===== src/design/tspc_pkg.sv =====
// ----------------------------------------------------------------------------
// tspc_pkg
// Shared types and constants of the tile and sprite pixel compositor.
// ----------------------------------------------------------------------------
package tspc_pkg;

  localparam logic [1:0] MODE_MEM_WRITE    = 2'd0;
  localparam logic [1:0] MODE_SPRITE_WRITE = 2'd1;
  localparam logic [1:0] MODE_RENDER       = 2'd2;
  localparam logic [1:0] MODE_COUNT        = 2'd3;

  localparam logic [1:0] SRC_BACK   = 2'd0;
  localparam logic [1:0] SRC_ONE    = 2'd1;
  localparam logic [1:0] SRC_TWO    = 2'd2;
  localparam logic [1:0] SRC_SPRITE = 2'd3;

  localparam logic [2:0] CFG_DISPLAY_CONTROL  = 3'd0;
  localparam logic [2:0] CFG_BACK_COLOR_INDEX = 3'd1;
  localparam logic [2:0] CFG_SCROLL_ONE       = 3'd2;
  localparam logic [2:0] CFG_SCROLL_TWO       = 3'd3;
  localparam logic [2:0] CFG_MAP_BASES        = 3'd4;
  localparam logic [2:0] CFG_LAYER_TWO_WINDOW = 3'd5;
  localparam logic [2:0] CFG_SPRITE_WINDOW    = 3'd6;

  localparam logic [15:0] PALETTE_BASE = 16'hfe00;
  localparam logic [15:0] TILE_BASE    = 16'h4000;
  localparam logic [2:0]  FLIP_MASK    = 3'd7;

  localparam int QUEUE_DEPTH = 4;
  localparam int QUEUE_AW    = 2;

  typedef struct packed {
    logic [1:0]  mode;
    logic [15:0] address;
    logic [31:0] write_data;
    logic [7:0]  hclk;
    logic [7:0]  vclk;
  } item_t;

  typedef struct packed {
    logic [7:0]  display_control;
    logic [7:0]  back_color_index;
    logic [15:0] scroll_one;
    logic [15:0] scroll_two;
    logic [9:0]  map_bases;
    logic [31:0] layer_two_window;
    logic [15:0] sprite_window;
  } cfg_t;

endpackage


===== src/design/tspc_front.sv =====
// ----------------------------------------------------------------------------
// tspc_front
// Accepts input items, drops sprite writes to absent slots and queues the rest.
// ----------------------------------------------------------------------------
module tspc_front #(
  parameter int SPRITE_SLOTS = 32
) (
  input  logic           clk,
  input  logic           rst,
  input  logic           in_valid,
  output logic           in_ready,
  input  tspc_pkg::item_t in_item,
  output logic           q_valid,
  input  logic           q_pop,
  output tspc_pkg::item_t q_item
);

  localparam int CW = tspc_pkg::QUEUE_AW + 1;

  tspc_pkg::item_t             slots [tspc_pkg::QUEUE_DEPTH];
  logic [tspc_pkg::QUEUE_AW-1:0] wr_ptr;
  logic [tspc_pkg::QUEUE_AW-1:0] rd_ptr;
  logic [CW-1:0]                 count;
  logic                          keep;
  logic                          push;
  logic                          pop;

  // Sprite writes beyond the table are accepted and dropped here.
  assign keep = !((in_item.mode == tspc_pkg::MODE_SPRITE_WRITE) &&
                  (in_item.address >= 16'(SPRITE_SLOTS)));
  assign in_ready = (count != CW'(tspc_pkg::QUEUE_DEPTH));
  assign push     = in_valid && in_ready && keep;
  assign pop      = q_pop && q_valid;
  assign q_valid  = (count != '0);
  assign q_item   = slots[rd_ptr];

  always_ff @(posedge clk) begin
    if (push) begin
      slots[wr_ptr] <= in_item;
    end
  end

  always_ff @(posedge clk) begin
    if (rst) begin
      wr_ptr <= '0;
      rd_ptr <= '0;
      count  <= '0;
    end else begin
      if (push) wr_ptr <= wr_ptr + 1'b1;
      if (pop)  rd_ptr <= rd_ptr + 1'b1;
      if (push && !pop) count <= count + 1'b1;
      else if (pop && !push) count <= count - 1'b1;
    end
  end

endmodule


===== config.mk =====
export PLATFORM = sky130hd
export DESIGN_NAME = tspc_front
export DESIGN_NICKNAME = d
export VERILOG_FILES = /design/src/design/tspc_pkg.sv /design/src/design/tspc_front.sv
export SDC_FILE = /design/constraint.sdc
export NUM_CORES = 1
export LEC_CHECK = 0
export BUFFER_PORTS_ARGS = -buffer_cell sky130_fd_sc_hd__buf_2
export CAP_MARGIN = 30
export CORE_MARGIN = 4
export CORE_UTILIZATION = 25
export DETAILED_ROUTE_END_ITERATION = 10
export PLACE_DENSITY = 0.51
export SKIP_LAST_GASP = 1
export SLEW_MARGIN = 20
export SYNTH_ARGS = -nofsm -noshare
export SYNTH_HDL_FRONTEND = slang
export SYNTH_SLANG_ARGS = --single-unit

===== constraint.sdc =====
create_clock -name clk -period 5.8 [get_ports clk]
set_input_delay 0 -clock clk [delete_from_list [all_inputs] [get_ports clk]]
set_output_delay 0 -clock clk [all_outputs]
set_load 0.02 [all_outputs]

# Word level (Yosys, flattened, before mapping)
# Memories as Yosys holds them, arrays and structs flattened. A register that Yosys moved wholly into a read port is not among the register bits.
# Index checks and enable logic that the tools add are counted.
# Widths: inputs -> output; s select.
# classes
n_addsub	4
order_cmp	1
eq_ne	2
muxes	6
reduce_logical	11
# ops
op	count
$ge 16x6->1 const B	1
$logic_and 1x1->1	6
$mux 3	2
$add 2x1->2 const B	2
$mux 2	2
$add 3x1->3 const B	1
$logic_not 1->1	3
$ne 3x3->1 const B	1
$reduce_bool 3->1	1
$sub 3x1->3 const B	1
$eq 2x1->1 const B	1
$mux 1	2
$reduce_bool 2->1	1
# totals
reg_bits	7
ram_bits	264
inputBits	70
out_inout_bits	68
memories	1
# mem_list
name	depth	word_bits	rd	rd_ports_with_merged_regs	wr	line	text
slots	4	66	1	1	1	tspc_front.sv:20	tspc_pkg::item_t slots [tspc_pkg::QUEUE_DEPTH];

# Longest topological paths before layout
# Gate-level depths: netlist (run 1).
# depth
word_depth	8
depth_mapped	10
mapped_depth_nobuf	9

# Least setup slack after synthesis (run 1)
# Ideal clock, no wire load.
# synth_timing
path_kind	register to register
start	register count[1]
end	register count[2]
setup_time_ps	70
t_arrival_ps	2135
required_ps	5730
path_slack_ps	3594
stages_incl_launch_ff	9
cell_sequence	dfxtp_1 > or3_1 > nand2_1 > ha_1 > inv_1 > fa_1 > xor2_1 > or3_1 > a21oi_1
# synth_rtl
item	line	text
from (decl)	tspc_front.sv:23	logic [CW-1:0] count;
from (signal assigned)	tspc_front.sv:51	if (push && !pop) count <= count + 1'b1;
from (signal assigned)	tspc_front.sv:52	else if (pop && !push) count <= count - 1'b1;
$reduce_bool 3->1 *	tspc_front.sv:34	assign q_valid = (count != '0);
via q_valid	tspc_front.sv:13	output logic q_valid,
$logic_and 1x1->1 *	tspc_front.sv:33	assign pop = q_pop && q_valid;
$logic_not 1->1	tspc_front.sv:51	
$logic_and 1x1->1	tspc_front.sv:51	
$mux 3 / $reduce_bool 2->1 (equally long branches)	n/a	
# Mark *: on every way through the listed nets, which the timed path passes. The rest lies on a longest branch. The select of a mux whose other input is x is not followed.
# A chain may end at the register's enable or synchronous reset.

==> impl_metrics.py, run 1 <==
metrics = {
    "placed_design": {
        "portBuffers": 137,
        "hpwl_mm": 14.1,
        "post-place-cells": 1043,
        "gp_congestion": 0.648,
    },
    "sta": {
        "hold_viol": 0,
        "slew_headroom_pct": 48.8,
        "maxSlewViolCount": 0,
        "clock.fmax_mhz": 349,
        "period_minus_slack_ps": 2870,
        "hold_slack_ps": 41.3,
        "tns_ps": 0,
        "fin_skew_ps": 12.3,
        "rsz0062_at_grt": "false",
        "finalSetupViolCount": 0,
        "tightest_slew_ps": 768,
        "period_share_pct": 49.4,
    },
    "synthesis": {
        "syn_avg_cell_area_sq_um": 25.1,
        "synthCells": 398,
        "synth_top_area_cell": "edfxtp_1",
        "yosysSeqAreaShare_pct": 81.1,
        "synth-seq-cells": 273,
        "synth_area_leaders": "edfxtp_1, mux4_2, dfxtp_1",
        "synth_fp_nets": 474,
        "netlist.area_leader.share_pct": 79.3,
        "synth_cell_types": 25,
        "yosysWarnings": 0,
        "synthesis.area_sq_mm": 0.0100,
    },
    "setup_path": {
        "cp_num_buf_inv": 2,
        "crit_arrival_ps": 2870,
        "rr_startpoint": "count[0]$_SDFFE_PP0P_",
        "start_kind": "flop",
        "required_ps": 5800,
        "endpoint_kind": "output pin",
        "critPathSlowestCell": "dfxtp_4",
        "worst-path-max-fanout": 37,
        "critPathTopFamily": "buffers and inverters",
        "path_class": "flop to output pin",
        "cpPeakStageDelay_ps": 770,
        "path_cells": "buf_4 > mux4_2 > buf_2",
    },
    "detailed_routing": {
        "num_vias": 4831,
        "wirelength_mm": 21.6,
        "drcViolationCount": 0,
        "ant_nets": 0,
        "dr.first_iter.drc_count": 272,
        "drt_pre_antenna_iters": 4,
        "wl_per_cell_um": 18.6,
        "avgViaCountPerCell": 4.16,
    },
    "cells_and_area": {
        "fin_util_pct": 33.1,
        "drive_gt1_share_pct": 39.3,
        "fin_cells": 1160,
        "fin_nets": 698,
        "area_growth_syn_to_layout_pct": 29.5,
    },
    "cts": {
        "htree_levels": 1,
        "cts_setup_buffers": 0,
        "clock_latency_ps": 520,
        "cts_buffer_depth": 3,
        "ctsHoldBuffers": 68,
        "post_cts_resized": 0,
        "cts.sinks": 273,
        "cts_buffers": 27,
        "path_clk_slew_ps": 60,
        "cts_root_buf": "clkbuf_16",
        "cts_tree": "yes",
    },
    "die": {
        "die_area_sq_mm": 0.0433,
        "floorplan.die.height_um": 208,
        "die_w_um": 208,
        "placement_rows": 72,
        "coreArea_sq_mm": 0.0391,
        "ioPinCount": 138,
        "floorplan.initialDensity_pct": 25.6,
    },
    "global_route": {
        "grt_use_total_pct": 9.82,
        "grt_pass1_vias": 5584,
        "grt_max_degree": 42,
        "grt_first_pass_wirelength_mm": 33.3,
        "antenna_found_initial": 2,
        "grt_overflow": 0,
    },
    "power_and_ir_drop": {
        "report.power.total_mw": 5.53,
        "p_leak_nw": 4.29,
        "power_density_mw_per_mm2": 427,
        "worst_ir_drop_vdd_mv": 0.200,
    },
    "min_path": {
        "holdCritStartpoint": "in_valid",
        "hold_class": "primary input to flop",
    },
    "status": {
        "status": "complete, no violations",
    },
    "job": {
        "maxCapViolCount": 0,
    },
}
-- tightest hold or removal path: cells and delay by family --
kind,cells,cell delay (ps)
and+or+nand+nor,1,240
muxes,1,150
buffers and inverters,1,120
-- cells in the mapped netlist --
| library cell | number |
|---|---|
| buf_4 | 5 |
| edfxtp_1 | 264 |
| nand2b_1 | 2 |
| ha_1 | 5 |
| buf_2 | 6 |
| inv_1 | 4 |
| mux4_2 | 66 |
| a21oi_1 | 1 |
| nor3_1 | 1 |
| mux2i_1 | 2 |
| o21ai_0 | 1 |
| fa_1 | 1 |
| nor4_1 | 2 |
| buf_6 | 1 |
| xor2_1 | 4 |
| dfxtp_1 | 9 |
| or3_1 | 2 |
| and3_1 | 1 |
| nand3_1 | 1 |
| and2_2 | 4 |
| nand2_1 | 2 |
| mux2_4 | 1 |
| a311o_1 | 1 |
| nor2_1 | 8 |
| clkbuf_1 | 4 |
-- placed cells by master, fill, tap and decap left out --
cell,synthesis,layout
a21oi_1,1,1
a311o_1,1,1
and2_4,0,4
and3_1,1,1
buf_16,0,5
buf_2,6,137
buf_4,5,1
bufinv_16,0,4
clkbuf_1,4,6
clkbuf_16,0,27
clkinv_1,0,6
clkinv_2,0,4
clkinvlp_4,0,1
dfxtp_1,9,7
dfxtp_4,0,2
diode_2,0,1
dlygate4sd3_1,0,68
edfxtp_1,264,264
fa_1,1,1
ha_1,5,5
inv_1,4,4
mux2_4,1,1
mux2i_1,2,2
mux4_2,66,66
nand2_1,2,2
nand2b_1,2,2
nand3_1,1,1
nor2_1,8,8
nor3_1,1,1
nor4_1,2,2
o21ai_0,1,1
or3_1,2,2
xor2_1,4,4
-- report_power, final --
part           leakage (nW)  internal (mW)  switching (mW)  total, mW
combinational          1.38          0.605           0.754       1.36
clock                 0.422           1.03           0.681       1.71
sequential             2.48           2.34           0.120       2.46
total                  4.29           3.97            1.56       5.53
-- metrics by stage --
stage	cell area [sq um]	worst slack, ps
finish	12900	2930
detailed placement	11400	3280
global route	12900	2620
global placement	11300	3370
floorplan	10000	3590
CTS	12900	2750
-- path summary, 6_finish.rpt --
path	cells past startpoint	to	slack, ps
max reg2reg	9	count[2]$_SDFFE_PP0P_	3410
max	3	q_item[38]	2930
min	3	wr_ptr[1]$_SDFFE_PP0P_	40
min reg2reg	2	count[2]$_SDFFE_PP0P_	520
-- cell type report --
class	instances	area, sq um
Multi-Input combinational cell	105	1790
Clock buffer	33	698
Inverter	4	15.0
Timing Repair Buffer	211	1510
Antenna cell	1	2.50
Fill cell	3720	26200
Sequential cell	273	8120
Clock inverter	15	170
Tap cell	518	648
-- kinds of logic after synthesis --
logic type               share of synthesized area (%)
flip-flops                                        81.1
multiplexers                                      15.2
AND/OR/NAND/NOR                                   1.21
buffers and inverters                             1.09
adder cells (fa/ha/maj)                          0.826
XOR/XNOR                                         0.350
AO/OA/AOI/OAI                                    0.200
-- per-layer routing --
layer,GRT usage (%),share of wire (%)
met5,0,0.060
met4,1.93,1.3
met3,3.22,6.8
met2,17.1,50
met1,12.1,41
-- flip-flops by register name, indices dropped and copies added, names as in the netlist, named ones only --
signal	flops
count	3
rd_ptr	2
slots	264
wr_ptr	2
(Power assumes the default switching activity.)
==> inputs of run 2 (changes only) <==
--- a/config.mk
+++ b/config.mk
@@ -5,12 +5,13 @@
 export SDC_FILE = /design/constraint.sdc
 export NUM_CORES = 1
 export LEC_CHECK = 0
+export ABC_AREA = 1
 export BUFFER_PORTS_ARGS = -buffer_cell sky130_fd_sc_hd__buf_2
 export CAP_MARGIN = 30
 export CORE_MARGIN = 4
 export CORE_UTILIZATION = 25
 export DETAILED_ROUTE_END_ITERATION = 10
-export PLACE_DENSITY = 0.51
+export PLACE_DENSITY = 0.52
 export SKIP_LAST_GASP = 1
 export SLEW_MARGIN = 20
 export SYNTH_ARGS = -nofsm -noshare
==> constraint.sdc (replaced) <==
create_clock -name clk -period 2.6 [get_ports clk]
set_input_delay 0 -clock clk [delete_from_list [all_inputs] [get_ports clk]]
set_output_delay 0 -clock clk [all_outputs]
set_load 0.02 [all_outputs]
==> run 2 against run 1 <==
Net effect:
- register-to-register slack got worse by 2800 ps
- sequential power up 120%
- synthesized area rose by 8.9%
- synthesized cell count rose by 78%
- die area rose by 8.5%
- critical path depth up 2
- cell count grew 33%
- sequential share of layout area down 4.9 points
- clock skew decreased by 4.0 ps
- sequential cell count is the same
- worst hold slack gained 73 ps
- critical endpoint is now q_item[34]
- highest routed layer is now met4
==> impl_metrics.py, run 2 <==
metrics = {
    "status": {
        "status": "complete, no violations",
    },
    "power_and_ir_drop": {
        "p_leak_nw": 4.75,
        "worst_ir_drop_vdd_mv": 0.517,
        "power_density_mw_per_mm2": 940,
        "report.power.total_mw": 13.2,
    },
    "cts": {
        "post_cts_resized": 0,
        "cts_buffer_depth": 3,
        "cts_buffers": 30,
        "path_clk_slew_ps": 60,
        "cts_setup_buffers": 0,
        "cts.sinks": 273,
        "cts_root_buf": "clkbuf_16",
        "htree_levels": 1,
        "clock_latency_ps": 540,
        "cts_tree": "yes",
    },
    "cells_and_area": {
        "multi_input_area_sq_mm": 0.00244,
        "n_fill_cell": 4226,
        "layout_common_cells": "edfxtp_1, buf_2, o21ai_0",
        "largest_reg_flops": 264,
        "layout.cells.most_common": "edfxtp_1",
        "final_area_sq_mm": 0.0140,
        "fin_nets": 1008,
        "seqCellArea_sq_mm": 0.00811,
        "largest-register": "slots",
        "drive_gt1_share_pct": 31.8,
        "fin_cells": 1539,
        "top_regs": "slots x264, count x3",
        "area_growth_syn_to_layout_pct": 29.1,
    },
    "min_path": {
        "hold_class": "primary input to flop",
        "hold_depth": 6,
        "holdCritStartpoint": "in_valid",
        "min_to": "wr_ptr[1]$_SDFFE_PP0P_",
    },
    "synthesis": {
        "synth-edff-count": 264,
        "yosysSeqAreaShare_pct": 74.5,
        "synth_area_leaders": "edfxtp_1, o21ai_0, o22ai_2",
        "synth_ff_type": "edfxtp_1",
        "synth.most_common_cell": "edfxtp_1",
        "synth_top_family_by_area": "compound AO/OA/AOI/OAI gates",
        "synth_fp_nets": 786,
        "synth_fa_ha_area_share_pct": 0.759,
        "async_reset_ff_share_pct": 0,
        "synth_top_area_cell": "edfxtp_1",
        "synth-seq-cells": 273,
        "synthesis.area_sq_mm": 0.0109,
        "syn_avg_cell_area_sq_um": 15.3,
        "synth-simple-area-share_pct": 8.51,
        "yosysWarnings": 0,
        "synth_cell_types": 26,
        "synth.top_cells.by_count": "edfxtp_1, o21ai_0, nor2_1, nor2_4, o22ai_2",
        "synth_xor_area_share_pct": 0,
        "netlist.area_leader.share_pct": 72.8,
        "synth-compound-area-share_pct": 12.9,
        "synthCells": 710,
        "muxShareOfSynthArea_pct": 0,
    },
    "sta": {
        "tns_ps": 0,
        "fin_skew_ps": 8.26,
        "post-route-worst-setup-slack_ps": 226,
        "tightest_slew_ps": 706,
        "period_minus_slack_ps": 2370,
        "slew_headroom_pct": 52.9,
        "period_share_pct": 91.3,
        "rsz0062_at_grt": "false",
        "clock.fmax_mhz": 421,
        "maxSlewViolCount": 0,
        "finalSetupViolCount": 0,
        "hold_viol": 0,
    },
    "die": {
        "floorplan.die.height_um": 217,
        "ioPinCount": 138,
        "coreArea_sq_mm": 0.0431,
        "placement_rows": 76,
        "die_area_sq_mm": 0.0469,
        "die_w_um": 217,
        "floorplan.initialDensity_pct": 25.3,
    },
    "placed_design": {
        "pre_cts_slack_ps": 560,
        "post_dp_cell_area_sq_mm": 0.0124,
        "hpwl_mm": 15.2,
        "gp_congestion": 0.686,
        "portBuffers": 137,
        "post-place-cells": 1416,
    },
    "setup_path": {
        "start_kind": "flop",
        "reg2regPathDepth": 12,
        "required_ps": 2600,
        "endpoint_kind": "output pin",
        "rr_startpoint": "count[0]$_SDFFE_PP0P_",
        "crit_arrival_ps": 2370,
        "worst-path-max-fanout": 27,
        "r2r-end": "count[2]$_SDFFE_PP0P_",
        "r2r_slack_ps": 610,
        "path_class": "flop to output pin",
    },
    "detailed_routing": {
        "drcViolationCount": 0,
        "wl_per_cell_um": 16.7,
        "ant_nets": 0,
        "dr.first_iter.drc_count": 322,
        "avgViaCountPerCell": 4.16,
        "drt_pre_antenna_iters": 4,
        "num_vias": 6407,
        "wirelength_mm": 25.7,
    },
    "job": {
        "maxCapViolCount": 0,
    },
    "global_route": {
        "grt_overflow": 0,
        "grt_max_degree": 133,
        "grt_use_total_pct": 10.7,
        "antenna_found_initial": 2,
        "grt_first_pass_wirelength_mm": 39.4,
        "grt_pass1_vias": 6634,
    },
}
## run 2: worst max-delay path by stage
stage,start,end,slack [ps],depth (start not counted)
after detailed placement,in_item[54],count[2]$_SDFFE_PP0P_,560,13
after floorplan,count[0]$_SDFFE_PP0P_,slots[0][0]$_DFFE_PP_,-540,5
after CTS,flop,q_item[34],110,5
final,flop,q_item[34],230,5
after global placement,in_item[54],count[2]$_SDFFE_PP0P_,550,13
after global routing,flop,q_item[30],30,5
## run 2: worst max-delay path, stage by stage, from the launching register on
cell and delay (ps):
dfxtp_2 470, inv_2 590, buf_4 310, o21ai_0 140, o22ai_2 110, buf_2 180
## run 2: power by group
part / internal [mW] / switching, mW
combinational: 1.19 / 2.48
sequential: 5.24 / 0.117
clock: 2.58 / 1.60
## run 2: repair_timing
action	4_1_cts	5_1_grt
hold endpoints to repair	273	0
hold buffers	69	0
endpoints found under the setup margin	0	0
## run 2: logic make-up (layout without fill, tap and decap cells)
family | Yosys count | after routing
flops | 273 | 273
compound gates | 211 | 211
simple gates | 161 | 161
buf+inv | 59 | 301
fa+ha+maj | 6 | 6
other cells | 0 | 2
## run 2: cell type report
| type | instances | share of cell area (%) |
|---|---|---|
| Sequential cell | 273 | 57.7 |
| Multi-Input combinational cell | 378 | 17.4 |
| Timing Repair Buffer | 232 | 12.2 |
| Clock buffer | 47 | 6.23 |
| Tap cell | 585 | 5.21 |
| Clock inverter | 5 | 0.730 |
| Inverter | 17 | 0.490 |
| Antenna cell | 2 | 0.0356 |
## run 2: routing by layer
| metal | vias up | GRT usage (%) | routed length (um) |
|---|---|---|---|
| met3 | 38 | 2.41 | 1260 |
| met4 | 0 | 2.33 | 493 |
| met1 | 3154 | 14.1 | 11700 |
| li1 | 3098 | - | - |
| met2 | 117 | 18.0 | 12300 |
| met5 | - | 0 | 0 |
## run 2: stage by stage
step | utilization (%) | hold slack, ps
after global placement | 28.7 | 219
after detailed placement | 28.7 | 215
after global routing | 32.6 | 130
after CTS | 32.6 | 80.7
final | 32.6 | 114
after floorplan | - | 98.9
